===== src/sv/emw_pkg.sv =====
package emw_pkg;

    localparam int unsigned OP_W    = 2;
    localparam int unsigned ROW_W   = 12;
    localparam int unsigned COL_W   = 4;
    localparam int unsigned LIK_W   = 32;
    localparam int unsigned VAL_W   = 32;
    localparam int unsigned NROWS_W = 13;
    localparam int unsigned NCLS_W  = 5;
    localparam int unsigned ITER_W  = 10;
    localparam int unsigned PADDR_W = 4;
    localparam int unsigned PDATA_W = 32;
    localparam int unsigned SUM_W   = 36;
    localparam int unsigned CSUM_W  = 48;
    localparam int unsigned NUM_W   = 64;
    localparam int unsigned NSLOT   = 16;

    localparam logic [OP_W-1:0] OP_LOAD = 2'd0;
    localparam logic [OP_W-1:0] OP_RUN  = 2'd1;
    localparam logic [OP_W-1:0] OP_READ = 2'd2;

    localparam logic KIND_WEIGHT    = 1'b0;
    localparam logic KIND_POSTERIOR = 1'b1;

    localparam logic [1:0] REG_NUM_ROWS    = 2'd0;
    localparam logic [1:0] REG_NUM_CLASSES = 2'd1;
    localparam logic [1:0] REG_ITERATIONS  = 2'd2;

    typedef struct packed {
        logic [NROWS_W-1:0] num_rows;
        logic [NCLS_W-1:0]  num_classes;
        logic [ITER_W-1:0]  iterations;
    } t_cfg;

endpackage


===== src/sv/emw_cfg.sv =====
module emw_cfg (
    input  logic                            i_clk,
    input  logic                            i_rst_n,
    input  logic                            psel,
    input  logic                            penable,
    input  logic                            pwrite,
    input  logic [emw_pkg::PADDR_W-1:0]     paddr,
    input  logic [emw_pkg::PDATA_W-1:0]     pwdata,
    output logic [emw_pkg::PDATA_W-1:0]     prdata,
    output logic                            pready,
    output emw_pkg::t_cfg                   o_cfg
);

    emw_pkg::t_cfg r_cfg;
    logic [1:0]    reg_sel;

    assign reg_sel = paddr[3:2];

    always_ff @(posedge i_clk) begin
        if (!i_rst_n) begin
            r_cfg.num_rows    <= emw_pkg::NROWS_W'(1);
            r_cfg.num_classes <= emw_pkg::NCLS_W'(1);
            r_cfg.iterations  <= emw_pkg::ITER_W'(1);
        end else if (psel && penable && pwrite) begin
            unique case (reg_sel)
                emw_pkg::REG_NUM_ROWS: begin
                    r_cfg.num_rows <= pwdata[emw_pkg::NROWS_W-1:0];
                end
                emw_pkg::REG_NUM_CLASSES: begin
                    r_cfg.num_classes <= pwdata[emw_pkg::NCLS_W-1:0];
                end
                emw_pkg::REG_ITERATIONS: begin
                    r_cfg.iterations <= pwdata[emw_pkg::ITER_W-1:0];
                end
                default: begin
                end
            endcase
        end
    end

    always_comb begin
        prdata = '0;
        unique case (reg_sel)
            emw_pkg::REG_NUM_ROWS:    prdata = emw_pkg::PDATA_W'(r_cfg.num_rows);
            emw_pkg::REG_NUM_CLASSES: prdata = emw_pkg::PDATA_W'(r_cfg.num_classes);
            emw_pkg::REG_ITERATIONS:  prdata = emw_pkg::PDATA_W'(r_cfg.iterations);
            default:                  prdata = '0;
        endcase
    end

    assign pready = 1'b1;
    assign o_cfg  = r_cfg;

endmodule


===== config.mk =====
export PLATFORM = sky130hd
export DESIGN_NAME = emw_cfg
export DESIGN_NICKNAME = d
export VERILOG_FILES = /design/src/sv/emw_pkg.sv /design/src/sv/emw_cfg.sv
export SDC_FILE = /design/constraint.sdc
export NUM_CORES = 1
export LEC_CHECK = 0
export BUFFER_PORTS_ARGS = -buffer_cell sky130_fd_sc_hd__buf_2
export CAP_MARGIN = 20
export CORE_MARGIN = 5
export CORE_UTILIZATION = 45
export CTS_BUF_LIST = sky130_fd_sc_hd__clkbuf_4
export DETAILED_ROUTE_END_ITERATION = 10
export PLACE_DENSITY = 0.86
export SLEW_MARGIN = 20
export SYNTH_ARGS = -nofsm -noshare
export SYNTH_HDL_FRONTEND = slang
export SYNTH_SLANG_ARGS = --single-unit

===== constraint.sdc =====
create_clock -name i_clk -period 1.25 [get_ports i_clk]
set_clock_uncertainty 0.05 [all_clocks]
set_input_delay 0.0625 -clock i_clk [delete_from_list [all_inputs] [get_ports i_clk]]
set_output_delay 0.0625 -clock i_clk [all_outputs]
set_load 0.05 [all_outputs]

Word-level counts from Yosys, hierarchy flattened
Index checks and enable logic that the tools add are counted.
- register bits after elaboration: 28
- bits of input ports: 41
- output and inout port bits: 61
- logic and storage cells: 12
- equal/unequal tests: 2
- muxes and demuxes: 1
- reduce and logical (&&, ||, !) cells: 6
- operator list (kind ; count):
    case mux 13 bit (3 select lines) ; 1
    AND reduction 2 bit ; 3
    == test 2 x 1 -> 1 bit, second input constant ; 1
    == test 2 bit, second input constant ; 1
    logical AND 1 bit ; 2
    logical NOT 2 bit ; 1

Depth between registers and ports, before layout
Gate-level depths: netlist of the first run.
- depth in word-level cells: 3
- gate-level depth with buffers: 4
- gate-level depth less buffers: 3

Worst setup path after synthesis of the first run
No wires, ideal clock.
- path type: register to output
- from: register r_cfg (netlist bit o_cfg[0])
- to: output port prdata[0] in the netlist's numbering
- arrival time: 1.501 ns
- required time: 1.138 ns
- setup slack: -0.364 ns
- cell stages (with the launch flop): 3
- path buffers: 0
- path through: dfxtp_1 -> mux2i_1 -> o21ai_1
- longest elaborated chain between the ends: 1
- RTL lines (what ; RTL line ; text):
    start, declared ; emw_cfg.sv:14 ; emw_pkg::t_cfg r_cfg;
    case mux 13 bit (3 select lines) ; emw_cfg.sv:43 ; unique case (reg_sel)
    end, declared ; emw_cfg.sv:9 ; output logic [emw_pkg::PDATA_W-1:0] prdata,
Every way passes these cells.

Worst setup path in the final report of the first run
- from: register r_cfg (netlist bit o_cfg[17])
- to: output port prdata[2] in the netlist's numbering
Same word-level chain as after synthesis.

==> out/results.txt, run 1 <==
Status - completed
Synth top area share - 38.92%
Post-synthesis average cell area - 8.624 µm²
WL/cell - 13.69 µm
Die area - 4432 µm²
Vias in the first global route - 1368
Startpoint Class - flop
Largest net degree at the start of global routing - 42
Minimum clock period after layout - 1.210 ns
Fmax - 826.6 MHz
Hold Fails Final Rpt - 0
Final #Nets - 289
Pleak - 1.024 nW
Most frequent cell after synthesis - nand2_1
Cells after Synth - 167
Worst-path clk slew - 0.15 ns
CTS tree - yes
Fillers - 249
I/O pin count - 102
M3 GR Usage - 2.530%
FP Rows - 20
GRT Overall Usage - 18.17%
Crit Path Max Fanout - 3
Synth area leader - dfxtp_1
Initial antenna violation count - 0
Peak supply drop - 563.2 µV
Combinational share of power - 26.1%
Sequential fraction of the synthesis area - 38.92%
Total power - 0.001731 W
Worst path slowest cell - dfxtp_4
Crit Path Category - reg2out
Crit-path max cell delay - 0.39 ns
Htree depth - 1
CTS Buffer Depth - 2
Crit. End Element - primary output
Synth Warn # - 0
GRT overflow - 0
Internal power - 0.001153 W
DRC violations left - 0
Post-synth ARST share - 0%
RSZ-0062 raised after global routing - true
Total CTS buffers - 3
Final setup viols - 0
Sw frac - 33.40%
Yosys reg bits - 28
Post-synth EDFFs - 0
Met1 track demand over resource - 20.68%
Post-synth top cells - nand2_1, mux2i_1, dfxtp_1, buf_4, o21ai_1
Clock Power Share - 21.0%
GPL Wtd Cong - 0.7708
Crit path DAT - 1.10 ns
Setup_tns - 0 ns
Pre-CTS setup slack - 0.1154 ns
Routed Antenna Nets - 0
Power per standard cell area - 775.0 nW/µm²
Syn Std Cell Area - 1440 µm²
Antenna diodes - 0
Post-route setup slack - 0.04028 ns
Via density - 4.690
Final period utilization - 96.78%
Final WL - 3.969 mm
# Max-Cap Violations - 0
Root cell of the clock tree - clkbuf_4
First-pass GRT wire length - 6.223 mm
Top cells by area, synth - dfxtp_1, mux2i_1, buf_4
Yosys cell types - 20
Die W - 66.57 µm
Clock sink total - 28
Busiest grt layer - met2
Core ar. - 3053 µm²
Die Y - 66.57 µm
Max reg flops - 28
First-pass iteration count of the detailed router - 4
Flop pwr share - 52.8%
Post-DP HPWL - 2.767 mm
WP data required - 1.14 ns
Count of final max-slew check failures - 0
Worst skew pair latency - 0.32 ns
Via count - 1360
P_sw - 0.0005781 W
Initial DRC Count - 70
Main synth FF type - dfxtp_1
Critical Path, Cell by Cell - mux2i_4 -> o21ai_4 -> buf_6
Starting density of the core - 47.17%
Met2 GRT Util - 34.41%
Layout cell share with drive strength beyond 1 - 49.19%
Hold Crit Class - in2reg
IO buf count - 60
Synth-to-layout area growth - 55.08%
power groups by stage:
stage	clock network [W]	registers (W)	logic (W)
2_1_floorplan	0	0.000972	0.000301
3_3_place_gp	0	0.000932	0.000387
3_5_place_dp	0	0.000932	0.000389
4_1_cts	0.000371	0.000914	0.000434
5_1_grt	0.000405	0.000917	0.000479
6_report	0.000364	0.000915	0.000452
cells by family after synthesis:
kind of cell           count (synthesis)  synth area share [%]
and+or+nand+nor                       63                 19.81
muxes                                 33                 22.94
buffers and inverters                 29                 13.64
DFF                                   28                 38.92
AOI/OAI and AO/OA                     12                 4.170
other                                  2                0.5215
placed cells by master, fill, tap and decap left out, drive strengths merged:
| master | netlist | layout |
|---|---|---|
| nor2 | 6 | 6 |
| and3 | 1 | 1 |
| conb | 2 | 20 |
| and2 | 4 | 4 |
| nand4 | 3 | 3 |
| nor3b | 1 | 1 |
| nand2b | 2 | 2 |
| nand2 | 41 | 41 |
| clkbuf | 3 | 4 |
| nand3 | 1 | 1 |
| dlygate4sd3 | 0 | 13 |
| buf | 26 | 73 |
| a21oi | 4 | 4 |
| nor3 | 1 | 1 |
| o21ai | 8 | 8 |
| mux2i | 33 | 33 |
| dfxtp | 28 | 28 |
| nor2b | 3 | 3 |
area by class of cell:
cell class	count	area, µm²	share of cell area [%]
Sequential cell	28	588.1	26.33
Clock buffer	3	22.52	1.008
Multi-Input combinational cell	128	957.2	42.86
Timing Repair Buffer	87	610.6	27.34
Tap cell	44	55.05	2.465
per-stage QoR:
| step | area (µm²) | hold slack, ns | utilization [%] | cells |
|---|---|---|---|---|
| 2_1_floorplan | 1612 | 0.1556 | - | 185 |
| 3_5_place_dp | 1883 | 0.2634 | 61.68 | 271 |
| 5_1_grt | 2233 | 0.1245 | 73.16 | 290 |
| 4_1_cts | 2113 | 0.09448 | 69.22 | 287 |
| 6_report | 2233 | 0.09889 | 73.16 | 290 |
| 3_3_place_gp | 1883 | 0.2497 | 61.68 | 271 |
timing repair:
| item | in CTS | in global routing |
|---|---|---|
| setup endpoints to repair | 10 | 10 |
| endpoints found under the hold margin | 26 | 0 |
| cloned | 0 | 0 |
| pin swaps | 0 | 0 |
| hold buffers | 13 | 0 |
| resized for setup | 24 | 24 |
| buffers inserted | 0 | 3 |
worst max-delay path: cells and delay by family (launching register included):
family          cells  cell delay (ns)
buf+inv             1             0.15
compound gates      1             0.06
flops               1             0.39
mux                 1             0.17
final timing paths:
check / from / end / slack [ns] / cells after the start
worst max register to register: o_cfg[15]$_SDFFE_PN1P_ / o_cfg[15]$_SDFFE_PN1P_ / 0.42 / 3
worst min-delay path: paddr[2] / o_cfg[15]$_SDFFE_PN1P_ / 0.1 / 4
worst max-delay path: o_cfg[17]$_SDFFE_PN0P_ / prdata[2] / 0.04 / 3
worst min register to register: o_cfg[26]$_SDFFE_PN0P_ / o_cfg[26]$_SDFFE_PN0P_ / 0.42 / 2
per-layer routing:
metal	wire length (µm)	up-vias	share of wire, %
met3	217	5	5.5
li1	-	678	-
met1	1587	628	40
met4	41	0	1.0
met2	2122	49	53
met5	0	-	0
No activity file was read; power rests on OpenSTA's default activity.
==> run 2, diff against run 1 <==
==> constraint.sdc (replaced) <==
create_clock -name i_clk -period 1.25 [get_ports i_clk]
set_clock_uncertainty 0.05 [all_clocks]
set_input_delay 0.3125 -clock i_clk [delete_from_list [all_inputs] [get_ports i_clk]]
set_output_delay 0.3125 -clock i_clk [all_outputs]
set_load 0.05 [all_outputs]
==> run 2 against run 1 <==
  * The flow now finishes with violations (setup timing)
  * Sequential power shrank 3.6%
  * Wire length grew 67%
  * Hold slack gained 0.054 ns
  * Critical endpoint is now prdata[3]
  * Maximum frequency shrank 21%
  * First-iteration DRC count grew 36%
  * Via count grew 16%
  * Clock power grew 13%
  * Combinational power grew 15%
  * Sequential share of layout area shrank 3.6 points
  * Count of clock-buffer cells in the layout is the same
  * Non-clock buffer count grew 13
  * Critical path depth grew 3
==> out/results.txt, run 2 (synthesis gave the netlist of run 1 again) <==
Status - finished, violations left
Violated checks - setup timing
FP Rows - 20
Via count - 1584
IO buf count - 60
Most frequent cells in the layout - nand2_1, buf_8, buf_6
Clock sink total - 28
Hold Crit Class - in2reg
P_sw - 0.0006580 W
Hold Fails Final Rpt - 0
Fin cells - 305
GRT Overall Usage - 21.02%
First-pass iteration count of the detailed router - 4
Crit Path Category - in2out
WL/cell - 21.70 µm
Final #Nets - 302
Clock Power Share - 22.7%
Final period utilization - 122.0%
Crit path DAT - 1.16 ns
Via density - 5.193
Sw frac - 36.24%
Worst-path clk slew - 0.16 ns
Largest net degree at the start of global routing - 26
DRC violations left - 0
RSZ-0062 raised after global routing - true
Worst skew pair latency - 0.34 ns
Crit Path Max Fanout - 8
Max reg flops - 28
Initial DRC Count - 95
Commonest non-fill, non-tap cell in the layout - nand2_1
Final Cell Area - 2850 µm²
I/O pin count - 102
Crit. End Element - primary output
Power per standard cell area - 637.0 nW/µm²
Count of final max-slew check failures - 0
Total CTS buffers - 3
First-pass GRT wire length - 6.962 mm
Post-DP HPWL - 2.904 mm
Final WL - 6.617 mm
Layout cell share with drive strength beyond 1 - 61.15%
Htree depth - 1
Internal power - 0.001158 W
Synth-to-layout area growth - 97.91%
# Max-Cap Violations - 0
Starting density of the core - 47.17%
Combinational share of power - 28.7%
Initial antenna violation count - 0
Die W - 66.57 µm
GRT overflow - 0
Post-DP Area - 1974 µm²
Peak supply drop - 652.6 µV
Core ar. - 3053 µm²
Pleak - 1.228 nW
Post-route setup slack - -0.2749 ns
Root cell of the clock tree - clkbuf_4
GPL Wtd Cong - 0.8228
Layout Utilization - 93.36%
CTS tree - yes
Final setup viols - 39
Vias in the first global route - 1388
Die Y - 66.57 µm
Cell Count Post-Placement - 273
Routed Antenna Nets - 0
Flop pwr share - 48.6%
Minimum clock period after layout - 1.525 ns
WP data required - 0.89 ns
Die area - 4432 µm²
Fmax - 655.8 MHz
Total power - 0.001816 W
Startpoint Class - primary input
CTS Buffer Depth - 2
-- run 2: changes by cell type in the layout (fill, tap and decap cells not counted), sizes merged --
| cell | change |
|---|---|
| buf | +27 |
| clkbuf | -1 |
| diode | +1 |
| dlygate4sd3 | -13 |
| inv | +1 |
-- run 2: worst paths after layout --
kind	cells past startpoint	from	endpoint	slack (ns)
worst min register to register	2	o_cfg[25]$_SDFFE_PN0P_	o_cfg[25]$_SDFFE_PN0P_	0.44
worst max register to register	5	o_cfg[15]$_SDFFE_PN1P_	o_cfg[15]$_SDFFE_PN1P_	0.04
worst min-delay path	3	pwdata[11]	o_cfg[26]$_SDFFE_PN0P_	0.15
worst max-delay path	6	paddr[2]	prdata[3]	-0.27
-- run 2: layer usage --
metal,GRT usage (%),share of wire [%],up-vias
li1,-,-,703
met1,22.21,37,769
met2,40.59,53,84
met3,2.530,5.2,28
met4,9.645,4.9,0
met5,0,0,-
-- run 2: worst max-delay path, cell delays in order --
cell	delay, ns
buf_2	0.14
nor2b_1	0.14
buf_4	0.18
nand2_1	0.12
o21ai_4	0.09
buf_6	0.18
-- run 2: per-stage QoR --
stage | hold slack (ns) | TNS [ns] | setup slack (ns)
2_1_floorplan | 0.3982 | -0.4364 | -0.1273
3_3_place_gp | 0.3896 | -5.028 | -0.2828
3_5_place_dp | 0.3934 | -5.793 | -0.3171
4_1_cts | 0.1518 | -2.788 | -0.2134
5_1_grt | 0.1345 | -7.094 | -0.3243
6_report | 0.1528 | -5.246 | -0.2749
-- run 2: cell type report --
type	instances	area [µm²]
antenna	1	2.502
clock buffer	3	22.52
clock inverter	1	3.754
fill	93	202.7
multi-input combinational	128	987.2
sequential	28	648.1
tap	44	55.05
timing repair buffer	100	1131
-- run 2: what timing repair did --
action	4_1_cts	5_1_grt
endpoints found under the hold margin	0	0
buffers inserted	5	21
hold buffers	0	0
cloned	1	0
gates resized for setup	132	39
pin swaps	10	1
endpoints found under the setup margin	41	41
-- run 2: power by group through the flow --
stage	clock (W)	combinational, W	sequential [W]
floorplan	0	0.000305	0.000940
global placement	0	0.000389	0.000899
detailed placement	0	0.000392	0.000900
CTS	0.000398	0.000464	0.000887
global route	0.000473	0.000539	0.000884
finish	0.000413	0.000521	0.000882
==> run 3, diff against run 2 <==
--- a/config.mk
+++ b/config.mk
@@ -8,10 +8,10 @@
 export BUFFER_PORTS_ARGS = -buffer_cell sky130_fd_sc_hd__buf_2
 export CAP_MARGIN = 20
 export CORE_MARGIN = 5
-export CORE_UTILIZATION = 45
+export CORE_UTILIZATION = 42
 export CTS_BUF_LIST = sky130_fd_sc_hd__clkbuf_4
 export DETAILED_ROUTE_END_ITERATION = 10
-export PLACE_DENSITY = 0.86
+export PLACE_DENSITY = 0.81
 export SLEW_MARGIN = 20
 export SYNTH_ARGS = -nofsm -noshare
 export SYNTH_HDL_FRONTEND = slang
==> constraint.sdc (replaced) <==
create_clock -name i_clk -period 1.7 [get_ports i_clk]
set_clock_uncertainty 0.05 [all_clocks]
set_input_delay 0.425 -clock i_clk [delete_from_list [all_inputs] [get_ports i_clk]]
set_output_delay 0.425 -clock i_clk [all_outputs]
set_load 0.05 [all_outputs]
==> run 3 against run 2 <==
  * Design area down 33%
  * Critical path type unchanged
  * First-iteration DRC count down 51%
  * Non-clock buffer count down 27
  * Combinational power down 45%
  * Utilization down 36 points
  * Sequential cell count unchanged
  * Register-to-register slack better by 0.84 ns
  * The flow now finishes without violations
  * Total power down 24%
==> out/results.txt, run 3 (synthesis gave the netlist of run 1 again) <==
Cell mode on critical path - buf_4
Most frequent cells in the layout - buf_2, nand2_1, mux2i_1
HP Start - pwdata[10]
I/O pin count - 102
Hold Crit Class - in2reg
Startpoint Class - primary input
Hold Fails Final Rpt - 0
Pleak - 0.9641 nW
Starting density of the core - 43.16%
Via count - 1281
Vias in the first global route - 1180
Via density - 4.591
Critical Path, Cell by Cell - buf_4 -> buf_6 -> mux2i_2 -> o21ai_2 -> buf_4
Crit Path Max Fanout - 6
GRT overflow - 0
Initial antenna violation count - 0
Core ar. - 3337 µm²
Die Y - 68.56 µm
DRC violations left - 0
WL/cell - 12.57 µm
Largest net degree at the start of global routing - 20
CTS tree - yes
Worst skew pair latency - 0.32 ns
Commonest non-fill, non-tap cell in the layout - buf_2
FP Rows - 21
Total power - 0.001389 W
Crit path DAT - 1.21 ns
Pre-CTS setup slack - -0.06617 ns
Status - completed
Worst setup path start - paddr[3]
Layout cell share with drive strength beyond 1 - 40.77%
Die W - 68.56 µm
Final period utilization - 98.99%
Fmax - 594.2 MHz
Crit-path max cell delay - 0.22 ns
Count of final max-slew check failures - 0
Crit. End Element - primary output
Antenna diodes - 0
First-pass iteration count of the detailed router - 4
Clock sink total - 28
Postcts setup bufs - 0
Die area - 4700 µm²
First-pass GRT wire length - 5.451 mm
Power per standard cell area - 724.1 nW/µm²
Peak supply drop - 498.4 µV
Synth-to-layout area growth - 33.19%
Crit Path Category - in2out
Root cell of the clock tree - clkbuf_4
Post-DP HPWL - 2.803 mm
Final WL - 3.508 mm
RSZ-0062 raised after global routing - true
Final #Nets - 275
Max reg flops - 28
Fillers - 322
R2r startpoint - o_cfg[15]$_SDFFE_PN1P_
Post-route setup slack - 0.01709 ns
WP data required - 1.22 ns
GRT Overall Usage - 15.56%
Htree depth - 1
Initial DRC Count - 47
Final setup viols - 0
IO buf count - 60
CTS Buffer Depth - 2
Routed Antenna Nets - 0
Minimum clock period after layout - 1.683 ns
Worst path slowest cell - buf_4
Worst-path clk slew - 0.14 ns
Total CTS buffers - 3
GPL Wtd Cong - 0.7677
# Max-Cap Violations - 0
## run 3: changes by cell type in the layout (fill, tap and decap cells not counted), moves of 7 or more
| cell | before | now |
|---|---|---|
| mux2i_4 | 10 | 0 |
| buf_2 | 18 | 49 |
| dfxtp_4 | 21 | 0 |
| dfxtp_1 | 0 | 27 |
| mux2i_1 | 23 | 30 |
| buf_8 | 34 | 0 |
| buf_6 | 30 | 4 |
## run 3: where the power goes
part	switching, W	internal [W]
combinational	0.000214	0.0000696
sequential	0.00000634	0.000665
clock	0.000195	0.000238
total	0.000416	0.000973
## run 3: path summary, 6_finish.rpt
path                       endpoint  slack [ns]  depth (start not counted)
max reg2reg  o_cfg[15]$_SDFFE_PN1P_        0.88                          3
min reg2reg  o_cfg[27]$_SDFFE_PN0P_        0.42                          2
max                       prdata[2]        0.02                          5
min          o_cfg[25]$_SDFFE_PN0P_        0.28                          3
## run 3: what timing repair did
item                                    in CTS  in global routing
gates resized for setup                     11                  8
hold buffers                                 0                  0
pin swaps                                    0                  0
endpoints found under the setup margin      10                  6
## run 3: final cells by class
cell class	count	area, µm²	area share [%]
multi-input combinational	128	805.8	42.01
sequential	28	561.8	29.29
timing repair buffer	73	440.4	22.96
tap	46	57.56	3.001
clock inverter	1	30.03	1.566
clock buffer	3	22.52	1.174
## run 3: per-layer routing
layer  track usage (%)  wire length, µm  vias up  share of wire, %
li1                  -                -      644                 -
met1             18.81             1420      595                40
met2             27.06             1837       40                52
met3             3.890              222        2               6.3
met4             4.467               27        0              0.77
met5                 0                0        -                 0
## run 3: worst max-delay path: cells and delay by family
| family | cells | cell delay [ns] |
|---|---|---|
| AOI/OAI and AO/OA | 1 | 0.13 |
| buffers and inverters | 3 | 0.50 |
| muxes | 1 | 0.15 |
## run 3: metrics by stage
stage          cell area (µm²)  utilization (%)    TNS, ns  instances  hold WS [ns]
6_report                  1918            57.48          0        279        0.2838
3_3_place_gp              1810            54.26    -0.1381        275        0.3965
2_1_floorplan             1546                -    -0.1976        185        0.5181
5_1_grt                   1918            57.48  -0.007988        279        0.2658
3_5_place_dp              1810            54.26    -0.2092        275        0.4043
4_1_cts                   1896            56.81          0        279        0.2749
