## src/sv/emw_pkg.sv

```systemverilog
package emw_pkg;

    localparam int unsigned OP_W    = 2;
    localparam int unsigned ROW_W   = 12;
    localparam int unsigned COL_W   = 4;
    localparam int unsigned LIK_W   = 32;
    localparam int unsigned VAL_W   = 32;
    localparam int unsigned NROWS_W = 13;
    localparam int unsigned NCLS_W  = 5;
    localparam int unsigned ITER_W  = 10;
    localparam int unsigned PADDR_W = 4;
    localparam int unsigned PDATA_W = 32;
    localparam int unsigned SUM_W   = 36;
    localparam int unsigned CSUM_W  = 48;
    localparam int unsigned NUM_W   = 64;
    localparam int unsigned NSLOT   = 16;

    localparam logic [OP_W-1:0] OP_LOAD = 2'd0;
    localparam logic [OP_W-1:0] OP_RUN  = 2'd1;
    localparam logic [OP_W-1:0] OP_READ = 2'd2;

    localparam logic KIND_WEIGHT    = 1'b0;
    localparam logic KIND_POSTERIOR = 1'b1;

    localparam logic [1:0] REG_NUM_ROWS    = 2'd0;
    localparam logic [1:0] REG_NUM_CLASSES = 2'd1;
    localparam logic [1:0] REG_ITERATIONS  = 2'd2;

    typedef struct packed {
        logic [NROWS_W-1:0] num_rows;
        logic [NCLS_W-1:0]  num_classes;
        logic [ITER_W-1:0]  iterations;
    } t_cfg;

endpackage

```

## src/sv/emw_div.sv

```systemverilog
module emw_div (
    input  logic                          i_clk,
    input  logic                          i_rst_n,
    input  logic                          i_start,
    input  logic [emw_pkg::NUM_W-1:0]     i_num,
    input  logic [emw_pkg::SUM_W-1:0]     i_den,
    output logic                          o_done,
    output logic [emw_pkg::VAL_W-1:0]     o_quot
);

    logic                          r_busy;
    logic                          r_done;
    logic [5:0]                    r_cnt;
    logic [emw_pkg::SUM_W-1:0]     r_rem;
    logic [emw_pkg::SUM_W-1:0]     r_den;
    logic [emw_pkg::VAL_W-1:0]     r_lo;
    logic [emw_pkg::SUM_W:0]       trial;
    logic                          fits;

    // one quotient bit per cycle, restoring
    assign trial = {r_rem, r_lo[emw_pkg::VAL_W-1]};
    assign fits  = trial >= {1'b0, r_den};

    always_ff @(posedge i_clk) begin
        if (!i_rst_n) begin
            r_busy <= 1'b0;
            r_done <= 1'b0;
            r_cnt  <= '0;
        end else begin
            r_done <= 1'b0;
            if (i_start) begin
                r_busy <= 1'b1;
                r_cnt  <= 6'd32;
                r_rem  <= emw_pkg::SUM_W'(i_num[63:32]);
                r_lo   <= i_num[31:0];
                r_den  <= i_den;
            end else if (r_busy) begin
                if (fits) begin
                    r_rem <= emw_pkg::SUM_W'(trial - {1'b0, r_den});
                end else begin
                    r_rem <= trial[emw_pkg::SUM_W-1:0];
                end
                r_lo  <= {r_lo[emw_pkg::VAL_W-2:0], fits};
                r_cnt <= r_cnt - 6'd1;
                if (r_cnt == 6'd1) begin
                    r_busy <= 1'b0;
                    r_done <= 1'b1;
                end
            end
        end
    end

    assign o_done = r_done;
    assign o_quot = r_lo;

endmodule

```

## config.mk

```make
export PLATFORM = sky130hd
export DESIGN_NAME = emw_div
export DESIGN_NICKNAME = d
export VERILOG_FILES = /design/src/sv/emw_pkg.sv /design/src/sv/emw_div.sv
export SDC_FILE = /design/constraint.sdc
export NUM_CORES = 1
export LEC_CHECK = 0
export CORE_ASPECT_RATIO = 0.6
export CORE_MARGIN = 8
export CORE_UTILIZATION = 65
export CTS_BUF_LIST = sky130_fd_sc_hd__clkbuf_4 sky130_fd_sc_hd__clkbuf_8
export CTS_CLUSTER_SIZE = 40
export DETAILED_ROUTE_END_ITERATION = 6
export DONT_BUFFER_PORTS = 1
export PLACE_DENSITY = 0.85
export SLEW_MARGIN = 20
export SYNTH_ARGS = -nofsm -noshare
export SYNTH_HDL_FRONTEND = slang
export SYNTH_SLANG_ARGS = --single-unit
```

## constraint.sdc

```tcl
create_clock -name i_clk -period 3.69 [get_ports i_clk]
set_input_delay 0.738 -clock i_clk [delete_from_list [all_inputs] [get_ports i_clk]]
set_output_delay 0.738 -clock i_clk [all_outputs]
set_load 0.03 [all_outputs]
```

; Word-level counts from Yosys, hierarchy flattened
; Cells that the tools add are included.
; W data, S select, Z words.
[word_totals]
ff_bits = 112
input_bits = 103
output_inout_bits = 33
wordCells = 30
[classes]
add_sub_neg = 2
n_lt_le_gt_ge = 1
n_eq_ne = 1
mux = 11
n_bitwise = 2
n_reduce_logical = 5
[ops]
columns = operator, count
row1 = $mux W32, 3
row2 = $mux W36, 2
row3 = $ge A37 B36 Y1, 1
row4 = $sub A36 B36 Y36, 1
row5 = $mux W6, 2
row6 = $eq A6 B1 Y1 const B, 1
row7 = $sub A6 B1 Y6 const B, 1
row8 = $mux W1, 4
row9 = $reduce_and A2 Y1, 2
row10 = $reduce_or A3 Y1, 1
row11 = $not A1 Y1, 2
row12 = $reduce_bool A2 Y1, 1
row13 = $reduce_or A2 Y1, 1

; Longest topological paths before layout
; Gate-level depths: netlist of the first run.
[depth]
word_depth = 4
ltp_mapped = 12

; Worst setup path after synthesis of the first run
; No wires, ideal clock.
[synth_path]
path_type = register to register
from = register r_lo, in the netlist o_quot[31]
to = register r_rem[30] (netlist name), data pin
setup_ns = 0.167
t_arrival_ns = 2.976
required_ns = 3.523
setup_slack_ns = 0.547
path_stages_with_launch = 13
n_path_buf = 0
cell_sequence = edfxtp_1 inv_1 ha_1 fa_1 nand2b_1 a21oi_1 o211ai_1 a31oi_1 a31oi_2 o211ai_2 a41o_1 mux2_2 a221oi_2
[synth_via]
elab_chain_len = 4
[synth_lines]
columns = item, line_no
row1 = from (decl), emw_div.sv:16  ; logic [emw_pkg::VAL_W-1:0] r_lo;
row2 = from (signal assigned), emw_div.sv:35  ; r_lo <= i_num[31:0];
row3 = from (signal assigned), emw_div.sv:43  ; r_lo <= {r_lo[emw_pkg::VAL_W-2:0], fits};
row4 = $sub A36 B36 Y36 / $ge A37 B36 Y1 (equally long branches), "emw_div.sv:39, emw_div.sv:22"
row5 = $mux W36 (*), emw_div.sv:38  ; if (fits) begin
row6 = $mux W36 (*), emw_div.sv:37  ; end else if (r_busy) begin
row7 = $mux W32 (*), emw_div.sv:31  ; if (i_start) begin
row8 = to (signal assigned), emw_div.sv:34  ; r_rem <= emw_pkg::SUM_W'(i_num[63:32]);
row9 = to (signal assigned), emw_div.sv:39  ; r_rem <= emw_pkg::SUM_W'(trial - {1'b0, r_den});
row10 = to (signal assigned), emw_div.sv:41  ; r_rem <= trial[emw_pkg::SUM_W-1:0];
row11 = to (decl), emw_div.sv:14  ; logic [emw_pkg::SUM_W-1:0] r_rem;
; Every way passes the cells marked *; elsewhere a longest branch is shown, timed or not. The select of a mux whose other input is x is not followed.
; A chain may end at the register's enable or synchronous reset.

; Worst setup path in the final report of the first run
[layout_path]
from = register r_lo, in the netlist o_quot[31]
to = register r_rem[28] (netlist name), data pin
; Same word-level chain as after synthesis.

==> results.py, run 1 <==
metrics = {
    "job": {
        "timing.max_cap.violations": 0,
    },
    "drt": {
        "drc": 0,
        "dr_wl_met3_um": 1557,
        "via_per_inst": 6.180,
        "drtIter0Drc": 299,
        "highest_layer": "met5",
        "dr_vias": 4635,
        "postRouteAntennaNets": 0,
        "wirelength_met1_um": 6863,
        "router_iterations_before_antenna_repair": 5,
        "detail_route.wirelength_um": 15360,
        "met2_length_um": 6760,
        "wire_per_inst_um": 20.48,
    },
    "die": {
        "initial_utilization": 0.6700,
        "core_region_area_um2": 9915,
        "floorplan.io_pins": 136,
        "floorplan.rows": 28,
        "die_w_um": 146.5,
        "die-area_um2": 13820,
        "die_height_um": 94.31,
    },
    "place": {
        "dp.final_hpwl_um": 11340,
        "port_buffers": 0,
        "pre_cts_ws_ns": 0.3356,
        "gp_routability_congestion": 0.8912,
    },
    "critical_path": {
        "critical_path.max_fanout": 6,
        "rr_worst_depth": 12,
        "required_ns": 3.91,
        "worst_path_arrival_time_ns": 3.64,
        "critPathLaunchType": "flop",
        "timing.setup.critical_path_class": "reg2reg",
        "critical-path-slowest-cell": "fa_1",
        "worst-path-buf-inv": 1,
        "timing.rr.start": "o_quot[31]",
        "critPathCaptureType": "flop",
        "critical_path.reg2reg.endpoint": "r_rem[28]",
        "critical-path-top-delay-family": "compound AO/OA/AOI/OAI gates",
        "crit_path_cell_trace": "inv_1, ha_1, fa_1, nand2b_1, a21oi_1, o211ai_1, a31oi_1, a31oi_2, o211ai_2, a41o_1, mux2_1, a221oi_2",
        "cpPeakStageDelay_ns": 0.40,
        "r2r_slack_ns": 0.28,
    },
    "pwr": {
        "p_leak_nw": 2.749,
        "p_seq_frac": 0.501,
        "pwr_density_cell_nw_per_um2": 463.6,
        "max-vdd-ir-drop_mv": 0.2624,
        "p_sw_frac": 0.3274,
        "cell_internal_pwr_mw": 2.182,
        "pwr-share-comb": 0.275,
        "clock_power_share": 0.224,
        "finalPower_mw": 3.244,
        "total_switching_power_mw": 1.062,
    },
    "timing": {
        "tightest_slew_ns": 0.7155,
        "fin_tns_setup_ns": 0,
        "layout_setup_ws_ns": 0.2763,
        "final_min_period_over_clock_period": 0.9251,
        "largest_clock_skew_in_the_final_design_ns": 0.02124,
        "final.min_clock_period_ns": 3.414,
        "tightest_slew_margin_relative_to_the_limit": 0.5225,
        "report.final.hold_viol_count": 0,
        "rsz0062_at_grt": "no",
        "maxSlewViolCount": 0,
        "highest_attainable_clock_frequency_ghz": 0.2929,
        "setup-violations-final": 0,
    },
    "cells_and_area": {
        "area.growth.synth_to_final_pct": 5.349,
        "layout.nets": 751,
        "post_route_cells_drive_above_1_share": 0.1270,
        "final_core_util": 0.7058,
        "fillCellCount": 735,
        "multi_input_area_um2": 3037,
        "layout.area.seq_um2": 3283,
    },
    "synthesis": {
        "syn-mean-instance-area_um2": 10.87,
        "synth-seq-area-share": 0.4943,
        "synthFlopType": "edfxtp_1",
        "post_synth_inst_count": 611,
        "postSynth.asyncResetShare": 0,
        "yosys.cell_types.count": 62,
        "number_of_enable_flip_flop_cells_after_synthesis": 104,
        "synthesis.area_um2": 6643,
        "number_of_warnings_printed_during_yosys_synthesis": 0,
        "postSynthNetCount": 753,
        "synth-seq-cells": 112,
    },
    "clock_network": {
        "clk_transition_reported_paths_ns": 0.12,
        "clkLatencyLatePin_ns": 0.39,
        "post_cts.repair.setup_buffers": 0,
        "cts_max_path_buffers": 2,
        "tritoncts_clock_tree": "yes",
        "cts_made_buffers": 9,
        "cts.sink_count": 112,
        "ctsHtreeMaxLevel": 3,
        "ctsResizeCount": 0,
        "postCtsHoldBufs": 0,
        "ctsRootBufferMaster": "clkbuf_8",
    },
    "global_route": {
        "number_of_antenna_violations_at_the_first_check_in_global_routing": 3,
        "grt_max_degree": 102,
        "gr-total-overflow": 0,
        "grt_first_pass_wirelength_um": 24360,
        "grt.total_usage": 0.2221,
        "grt_pass1_vias": 4661,
    },
    "outcome": {
        "outcome": "finished clean",
    },
    "worst_hold_path": {
        "whs_endpoint": "r_den[2]",
        "min_path_type": "in2reg",
        "worstHoldStart": "i_den[2]",
        "worst_hold_path.num_cells": 0,
    },
}
-- sequential cells by signal, summed over array words and instances (netlist names) --
name,count
r_den,36
r_rem,36
o_quot,32
r_cnt,6
o_done,1
r_busy,1
-- how the worst max path moves through the flow --
stage                     from         to  slack (ns)  cells past startpoint
floorplan           o_quot[31]  r_rem[30]        0.55                     12
global placement    o_quot[31]  r_rem[28]        0.43                     12
detailed placement  o_quot[31]  r_rem[28]        0.34                     12
CTS                 o_quot[31]  r_rem[28]        0.29                     12
global route        o_quot[31]  r_rem[30]        0.05                     12
finish              o_quot[31]  r_rem[28]        0.28                     12
-- power by group through the flow --
stage | Sequential (mW) | Combinational, mW | Clock (mW)
after floorplan | 1.64 | 0.720 | 0
after global placement | 1.65 | 0.854 | 0
after detailed placement | 1.65 | 0.879 | 0
after CTS | 1.62 | 0.885 | 0.743
after global routing | 1.64 | 0.993 | 0.782
final | 1.62 | 0.892 | 0.728
-- final cells by class --
cell class / instances / share of cell area
timing repair buffer: 6 / 0.01001
multi-input combinational: 414 / 0.4339
clock buffer: 10 / 0.01877
clock inverter: 6 / 0.008225
tap: 135 / 0.02414
inverter: 66 / 0.03540
sequential: 112 / 0.4692
antenna: 1 / 0.0003576
-- cells in the final DEF (no fill, tap or decap), types with 4 or more instances in the layout --
master	instances
clkbuf_8	9
a21boi_0	5
a21oi_1	52
ha_1	38
xor2_1	11
nor3_1	10
edfxtp_1	104
dfxtp_1	8
nand4_1	4
nand2b_1	6
a21o_1	8
a221o_1	6
a31oi_1	9
nor2_1	38
a22o_1	4
xnor2_1	22
nand3_1	5
o21ai_0	28
nand2_1	43
and2_1	4
mux2_2	38
a211oi_1	18
and3b_1	4
inv_1	66
o21a_1	5
buf_4	4
-- cell usage after synthesis, drive strengths merged (4+ instances only) --
master,number,share of area
nor3,10,0.0075
o21ai,30,0.023
mux2,39,0.066
and3,4,0.0053
xnor2,22,0.029
ha,38,0.072
xor2,11,0.015
inv,66,0.037
o211ai,4,0.0053
a21o,8,0.0090
clkbuf,7,0.0040
nand2b,6,0.0057
edfxtp,104,0.47
a31oi,10,0.010
a211oi,18,0.020
a21boi,5,0.0057
a21oi,53,0.040
o21a,6,0.0068
nand3,5,0.0038
nor2,39,0.022
nand2,43,0.024
a221o,6,0.0090
and3b,4,0.0053
buf,12,0.0092
and2,5,0.0051
nand4,4,0.0038
dfxtp,8,0.024
a22o,4,0.0053
-- per-stage QoR --
stage,area [µm²],cells,hold WS (ns)
2_1_floorplan,6643,611,0.4672
3_3_place_gp,6807,733,0.4778
3_5_place_dp,6807,733,0.4892
4_1_cts,6995,749,0.4219
5_1_grt,6998,750,0.4132
6_report,6998,750,0.4322
-- cells by family after synthesis --
| family | synth area share |
|---|---|
| xor+xnor | 0.04351 |
| fa+ha+maj | 0.07459 |
| simple gates | 0.1015 |
| buf+inv | 0.05048 |
| mux | 0.06913 |
| flops | 0.4943 |
| compound gates | 0.1665 |
-- per-layer routing --
metal | vias to the layer above | GRT usage
met5 | - | 0
met4 | 4 | 0.05627
met3 | 19 | 0.09380
met2 | 184 | 0.3416
met1 | 2186 | 0.2868
li1 | 2242 | -
Note: power is estimated with default switching activity, not from simulation.
==> run 2, diff against run 1 <==
- CORE_ASPECT_RATIO: 0.6 -> 0.5
- SKIP_CTS_REPAIR_TIMING: unset -> 1
==> results.py, run 2 (same netlist as run 1, synthesis figures left out) <==
metrics = {
    "timing": {
        "hold_ws_ns": 0.4270,
        "tightest_slew_ns": 0.8177,
        "highest_attainable_clock_frequency_ghz": 0.2998,
        "report.final.hold_viol_count": 0,
        "fin_tns_setup_ns": 0,
        "rsz0062_at_grt": "no",
        "maxSlewViolCount": 0,
        "final.min_clock_period_ns": 3.336,
        "final_min_period_over_clock_period": 0.9040,
        "tightest_slew_margin_relative_to_the_limit": 0.4543,
        "setup-violations-final": 0,
        "largest_clock_skew_in_the_final_design_ns": 0.01370,
    },
    "worst_hold_path": {
        "min_path_type": "in2reg",
        "worst_hold_path.num_cells": 0,
        "whs_endpoint": "r_den[28]",
        "worstHoldStart": "i_den[28]",
    },
    "critical_path": {
        "critical_path.reg2reg.endpoint": "r_rem[8]",
        "critical_path.max_fanout": 26,
        "timing.setup.critical_path_class": "reg2reg",
        "rr_worst_depth": 11,
        "timing.rr.start": "r_rem[0]",
        "r2r_slack_ns": 0.35,
        "critPathCaptureType": "flop",
        "critPathLaunchType": "flop",
        "worst_path_arrival_time_ns": 3.49,
        "required_ns": 3.84,
    },
    "drt": {
        "drtIter0Drc": 303,
        "detail_route.wirelength_um": 14270,
        "postRouteAntennaNets": 0,
        "dr_vias": 4584,
        "drc": 0,
        "router_iterations_before_antenna_repair": 5,
        "wire_per_inst_um": 18.85,
        "via_per_inst": 6.055,
    },
    "cells_and_area": {
        "final_common_cell": "edfxtp_1",
        "layout.cell_area.non_filler_um2": 7082,
        "leading_cell_types_in_the_layout_fill_and_taps_excluded": "edfxtp_1, inv_1, a21oi_1, nand2_1",
        "post_route_cells_drive_above_1_share": 0.1313,
        "layout.nets": 754,
        "fillCellCount": 730,
        "multi_input_area_um2": 3037,
        "insertedDiodeCount": 0,
        "layout.area.seq_um2": 3283,
        "area.growth.synth_to_final_pct": 6.611,
    },
    "pwr": {
        "p_leak_nw": 2.785,
        "pwr_density_cell_nw_per_um2": 472.2,
        "max-vdd-ir-drop_mv": 0.2320,
    },
    "job": {
        "timing.max_cap.violations": 0,
    },
    "global_route": {
        "grt.total_usage": 0.2042,
        "grt_max_degree": 102,
        "number_of_antenna_violations_at_the_first_check_in_global_routing": 2,
        "grt_first_pass_wirelength_um": 22730,
        "grt_pass1_vias": 4547,
        "gr-total-overflow": 0,
    },
    "clock_network": {
        "ctsRootBufferMaster": "clkbuf_8",
        "clkLatencyLatePin_ns": 0.39,
        "cts_made_buffers": 9,
        "cts.sink_count": 112,
        "clk_transition_reported_paths_ns": 0.12,
        "ctsHtreeMaxLevel": 3,
        "tritoncts_clock_tree": "yes",
        "cts_max_path_buffers": 2,
    },
    "die": {
        "core_region_area_um2": 10080,
        "die-area_um2": 13910,
        "initial_utilization": 0.6587,
        "floorplan.rows": 26,
        "floorplan.io_pins": 136,
        "die_height_um": 87.48,
        "die_w_um": 159.0,
    },
    "outcome": {
        "outcome": "finished clean",
    },
    "place": {
        "port_buffers": 0,
        "placedInstanceArea_um2": 6825,
        "gp_routability_congestion": 0.8908,
        "dp.final_hpwl_um": 10380,
    },
}
## run 2: changes by cell type in the layout (fill, tap and decap cells not counted)
cell       delta
buf_12        +1
buf_4         +2
bufinv_16     +1
clkbuf_4      -1
clkinv_8      +3
diode_2       -1
inv_6         -3
## run 2: area by class of cell
class,instances,area share
flip-flops and latches,112,0.4636
well taps,140,0.02473
inverters,66,0.03498
clock buffers,9,0.01749
multi-input cells,414,0.4288
repair buffers,9,0.01484
clock inverters,7,0.01555
## run 2: power breakdown
group          internal [mW]  leakage, nW  switching, mW
Sequential              1.52         1.05         0.0996
Combinational          0.399         1.62          0.494
Clock                  0.342        0.116          0.486
Total                   2.26         2.78           1.08
## run 2: per-stage QoR
stage	total power, mW	util	std cells	setup WS (ns)
floorplan	2.356	-	611	0.5468
global placement	2.496	0.6768	738	0.3986
detailed placement	2.520	0.6768	738	0.2968
CTS	3.343	0.7000	754	0.2473
global route	3.514	0.7022	757	0.1239
finish	3.344	0.7022	757	0.3541
## run 2: worst max-delay path by stage
| stage | start | end | slack (ns) | depth (start not counted) |
|---|---|---|---|---|
| after floorplan | o_quot[31] | r_rem[30] | 0.55 | 12 |
| after global placement | r_rem[0] | r_rem[20] | 0.40 | 11 |
| after detailed placement | r_rem[0] | r_rem[11] | 0.30 | 10 |
| after CTS | r_rem[0] | r_rem[11] | 0.25 | 10 |
| after global routing | r_rem[0] | r_rem[4] | 0.12 | 12 |
| final | r_rem[0] | r_rem[8] | 0.35 | 11 |
## run 2: layer usage
metal,wire (µm),global-route usage,vias up
li1,-,-,2252
met1,6194,0.2441,2153
met2,6759,0.3509,155
met3,1112,0.07075,20
met4,189,0.05183,4
met5,16,0,-
## run 2: worst max-delay path, stage by stage (launching register included)
cell	delay, ns
edfxtp_1	0.44
ha_1	0.33
nor2b_1	0.15
o21bai_1	0.28
a211oi_1	0.16
o31ai_2	0.38
nand3_1	0.28
a41oi_4	0.28
buf_4	0.23
buf_12	0.18
o21ai_0	0.11
mux2_2	0.26
==> run 3, diff against run 2 <==
- CORE_UTILIZATION: 65 -> 45
- PLACE_DENSITY: 0.85 -> 0.64
==> results.py, run 3 (same netlist as run 1, synthesis figures left out) <==
metrics = {
    "outcome": {
        "outcome": "finished clean",
    },
    "cells_and_area": {
        "layout.area.seq_um2": 3283,
        "final_cells": 814,
        "layout.nets": 752,
        "final_common_cell": "edfxtp_1",
        "leading_cell_types_in_the_layout_fill_and_taps_excluded": "edfxtp_1, inv_1, a21oi_1, nand2_1",
        "post_route_cells_drive_above_1_share": 0.1285,
        "fillCellCount": 1358,
        "multi_input_area_um2": 3037,
        "area.growth.synth_to_final_pct": 6.781,
        "layout.cell_area.non_filler_um2": 7093,
    },
    "timing": {
        "final.min_clock_period_ns": 3.350,
        "hold_ws_ns": 0.4089,
        "highest_attainable_clock_frequency_ghz": 0.2985,
        "final_min_period_over_clock_period": 0.9078,
        "tightest_slew_margin_relative_to_the_limit": 0.5573,
        "report.final.hold_viol_count": 0,
        "maxSlewViolCount": 0,
        "rsz0062_at_grt": "no",
        "largest_clock_skew_in_the_final_design_ns": 0.02863,
        "fin_tns_setup_ns": 0,
        "layout_setup_ws_ns": 0.3403,
        "tightest_slew_ns": 0.6640,
        "setup-violations-final": 0,
    },
    "critical_path": {
        "worst_path_arrival_time_ns": 3.52,
        "critical_path.max_fanout": 51,
        "timing.setup.critical_path_class": "reg2reg",
        "r2r_slack_ns": 0.34,
        "rr_worst_depth": 11,
        "critPathLaunchType": "flop",
        "critical_path.reg2reg.endpoint": "r_rem[20]",
        "timing.rr.start": "r_rem[0]",
        "required_ns": 3.86,
        "critPathCaptureType": "flop",
    },
    "die": {
        "floorplan.io_pins": 136,
        "die_height_um": 101.9,
        "die-area_um2": 19140,
        "die_w_um": 187.8,
        "initial_utilization": 0.4604,
        "floorplan.rows": 31,
        "core_region_area_um2": 14430,
    },
    "clock_network": {
        "cts_max_path_buffers": 2,
        "cts.sink_count": 112,
        "clkLatencyLatePin_ns": 0.41,
        "ctsRootBufferMaster": "clkbuf_8",
        "tritoncts_clock_tree": "yes",
        "cts_made_buffers": 9,
        "clk_transition_reported_paths_ns": 0.13,
        "ctsHtreeMaxLevel": 3,
    },
    "global_route": {
        "grt_first_pass_wirelength_um": 23290,
        "gr-total-overflow": 0,
        "grt.total_usage": 0.1519,
        "grt_pass1_vias": 4591,
        "number_of_antenna_violations_at_the_first_check_in_global_routing": 2,
        "grt_max_degree": 102,
    },
    "drt": {
        "drtIter0Drc": 230,
        "drc": 0,
        "router_iterations_before_antenna_repair": 4,
        "wire_per_inst_um": 17.92,
        "dr_vias": 4516,
        "via_per_inst": 5.548,
        "detail_route.wirelength_um": 14590,
        "postRouteAntennaNets": 0,
    },
    "place": {
        "gp_routability_congestion": 0.8664,
        "placedInstanceArea_um2": 6873,
        "port_buffers": 0,
        "placed_cells_incl_taps": 796,
        "dp.final_hpwl_um": 10760,
        "pre_cts_ws_ns": 0.2452,
    },
    "worst_hold_path": {
        "min_path_type": "in2reg",
        "worst_hold_path.num_cells": 0,
        "worstHoldStart": "i_den[16]",
        "whs_endpoint": "r_den[16]",
    },
    "job": {
        "timing.max_cap.violations": 0,
    },
    "pwr": {
        "p_leak_nw": 2.758,
        "max-vdd-ir-drop_mv": 0.2243,
        "pwr_density_cell_nw_per_um2": 462.3,
    },
}
==> run 3: cell count changes in the layout (fill, tap and decap cells not counted) <==
cell,before,now
inv_8,2,4
clkinv_4,1,0
inv_6,0,1
inv_12,0,1
bufinv_16,1,0
clkinv_8,3,1
buf_12,3,1
diode_2,0,1
==> run 3: critical path: stages (launching register included) <==
cell,delay (ns)
edfxtp_1,0.45
ha_1,0.33
nor2b_1,0.15
o21bai_1,0.28
a211oi_1,0.18
o31ai_2,0.38
nand3_1,0.30
a41oi_4,0.34
buf_12,0.27
nor2_1,0.08
a211oi_1,0.27
a21oi_1,0.08
==> run 3: how the worst max path moves through the flow <==
stage                    start        end  slack, ns  cells past startpoint
CTS                   r_rem[0]  r_rem[20]       0.21                     11
detailed placement    r_rem[0]  r_rem[20]       0.25                     11
global route          r_rem[0]  r_rem[20]       0.08                     11
finish                r_rem[0]  r_rem[20]       0.34                     11
floorplan           o_quot[31]  r_rem[30]       0.55                     12
global placement      r_rem[0]  r_rem[20]       0.33                     11
==> run 3: layout make-up <==
class | instances | area share
Sequential cell | 112 | 0.4629
Multi-Input combinational cell | 414 | 0.4281
Inverter | 66 | 0.03493
Tap cell | 198 | 0.03493
Clock buffer | 9 | 0.01746
Clock inverter | 7 | 0.01217
Timing Repair Buffer | 7 | 0.009173
Antenna cell | 1 | 0.0003528
==> run 3: metrics by stage <==
stage | utilization | power, mW
final | 0.4916 | 3.279
after global routing | 0.4914 | 3.474
after CTS | 0.4909 | 3.314
after detailed placement | 0.4763 | 2.516
after global placement | 0.4763 | 2.503
after floorplan | - | 2.356
==> run 3: power by group <==
group	internal (mW)	switching (mW)
clock	0.282	0.506
sequential	1.52	0.0982
combinational	0.384	0.485
total	2.19	1.09
==> run 3: layer usage <==
layer | global-route usage | wire (µm)
met1 | 0.1952 | 6888
met5 | 0 | 16
met2 | 0.2438 | 6602
met4 | 0.04031 | 178
met3 | 0.05177 | 900
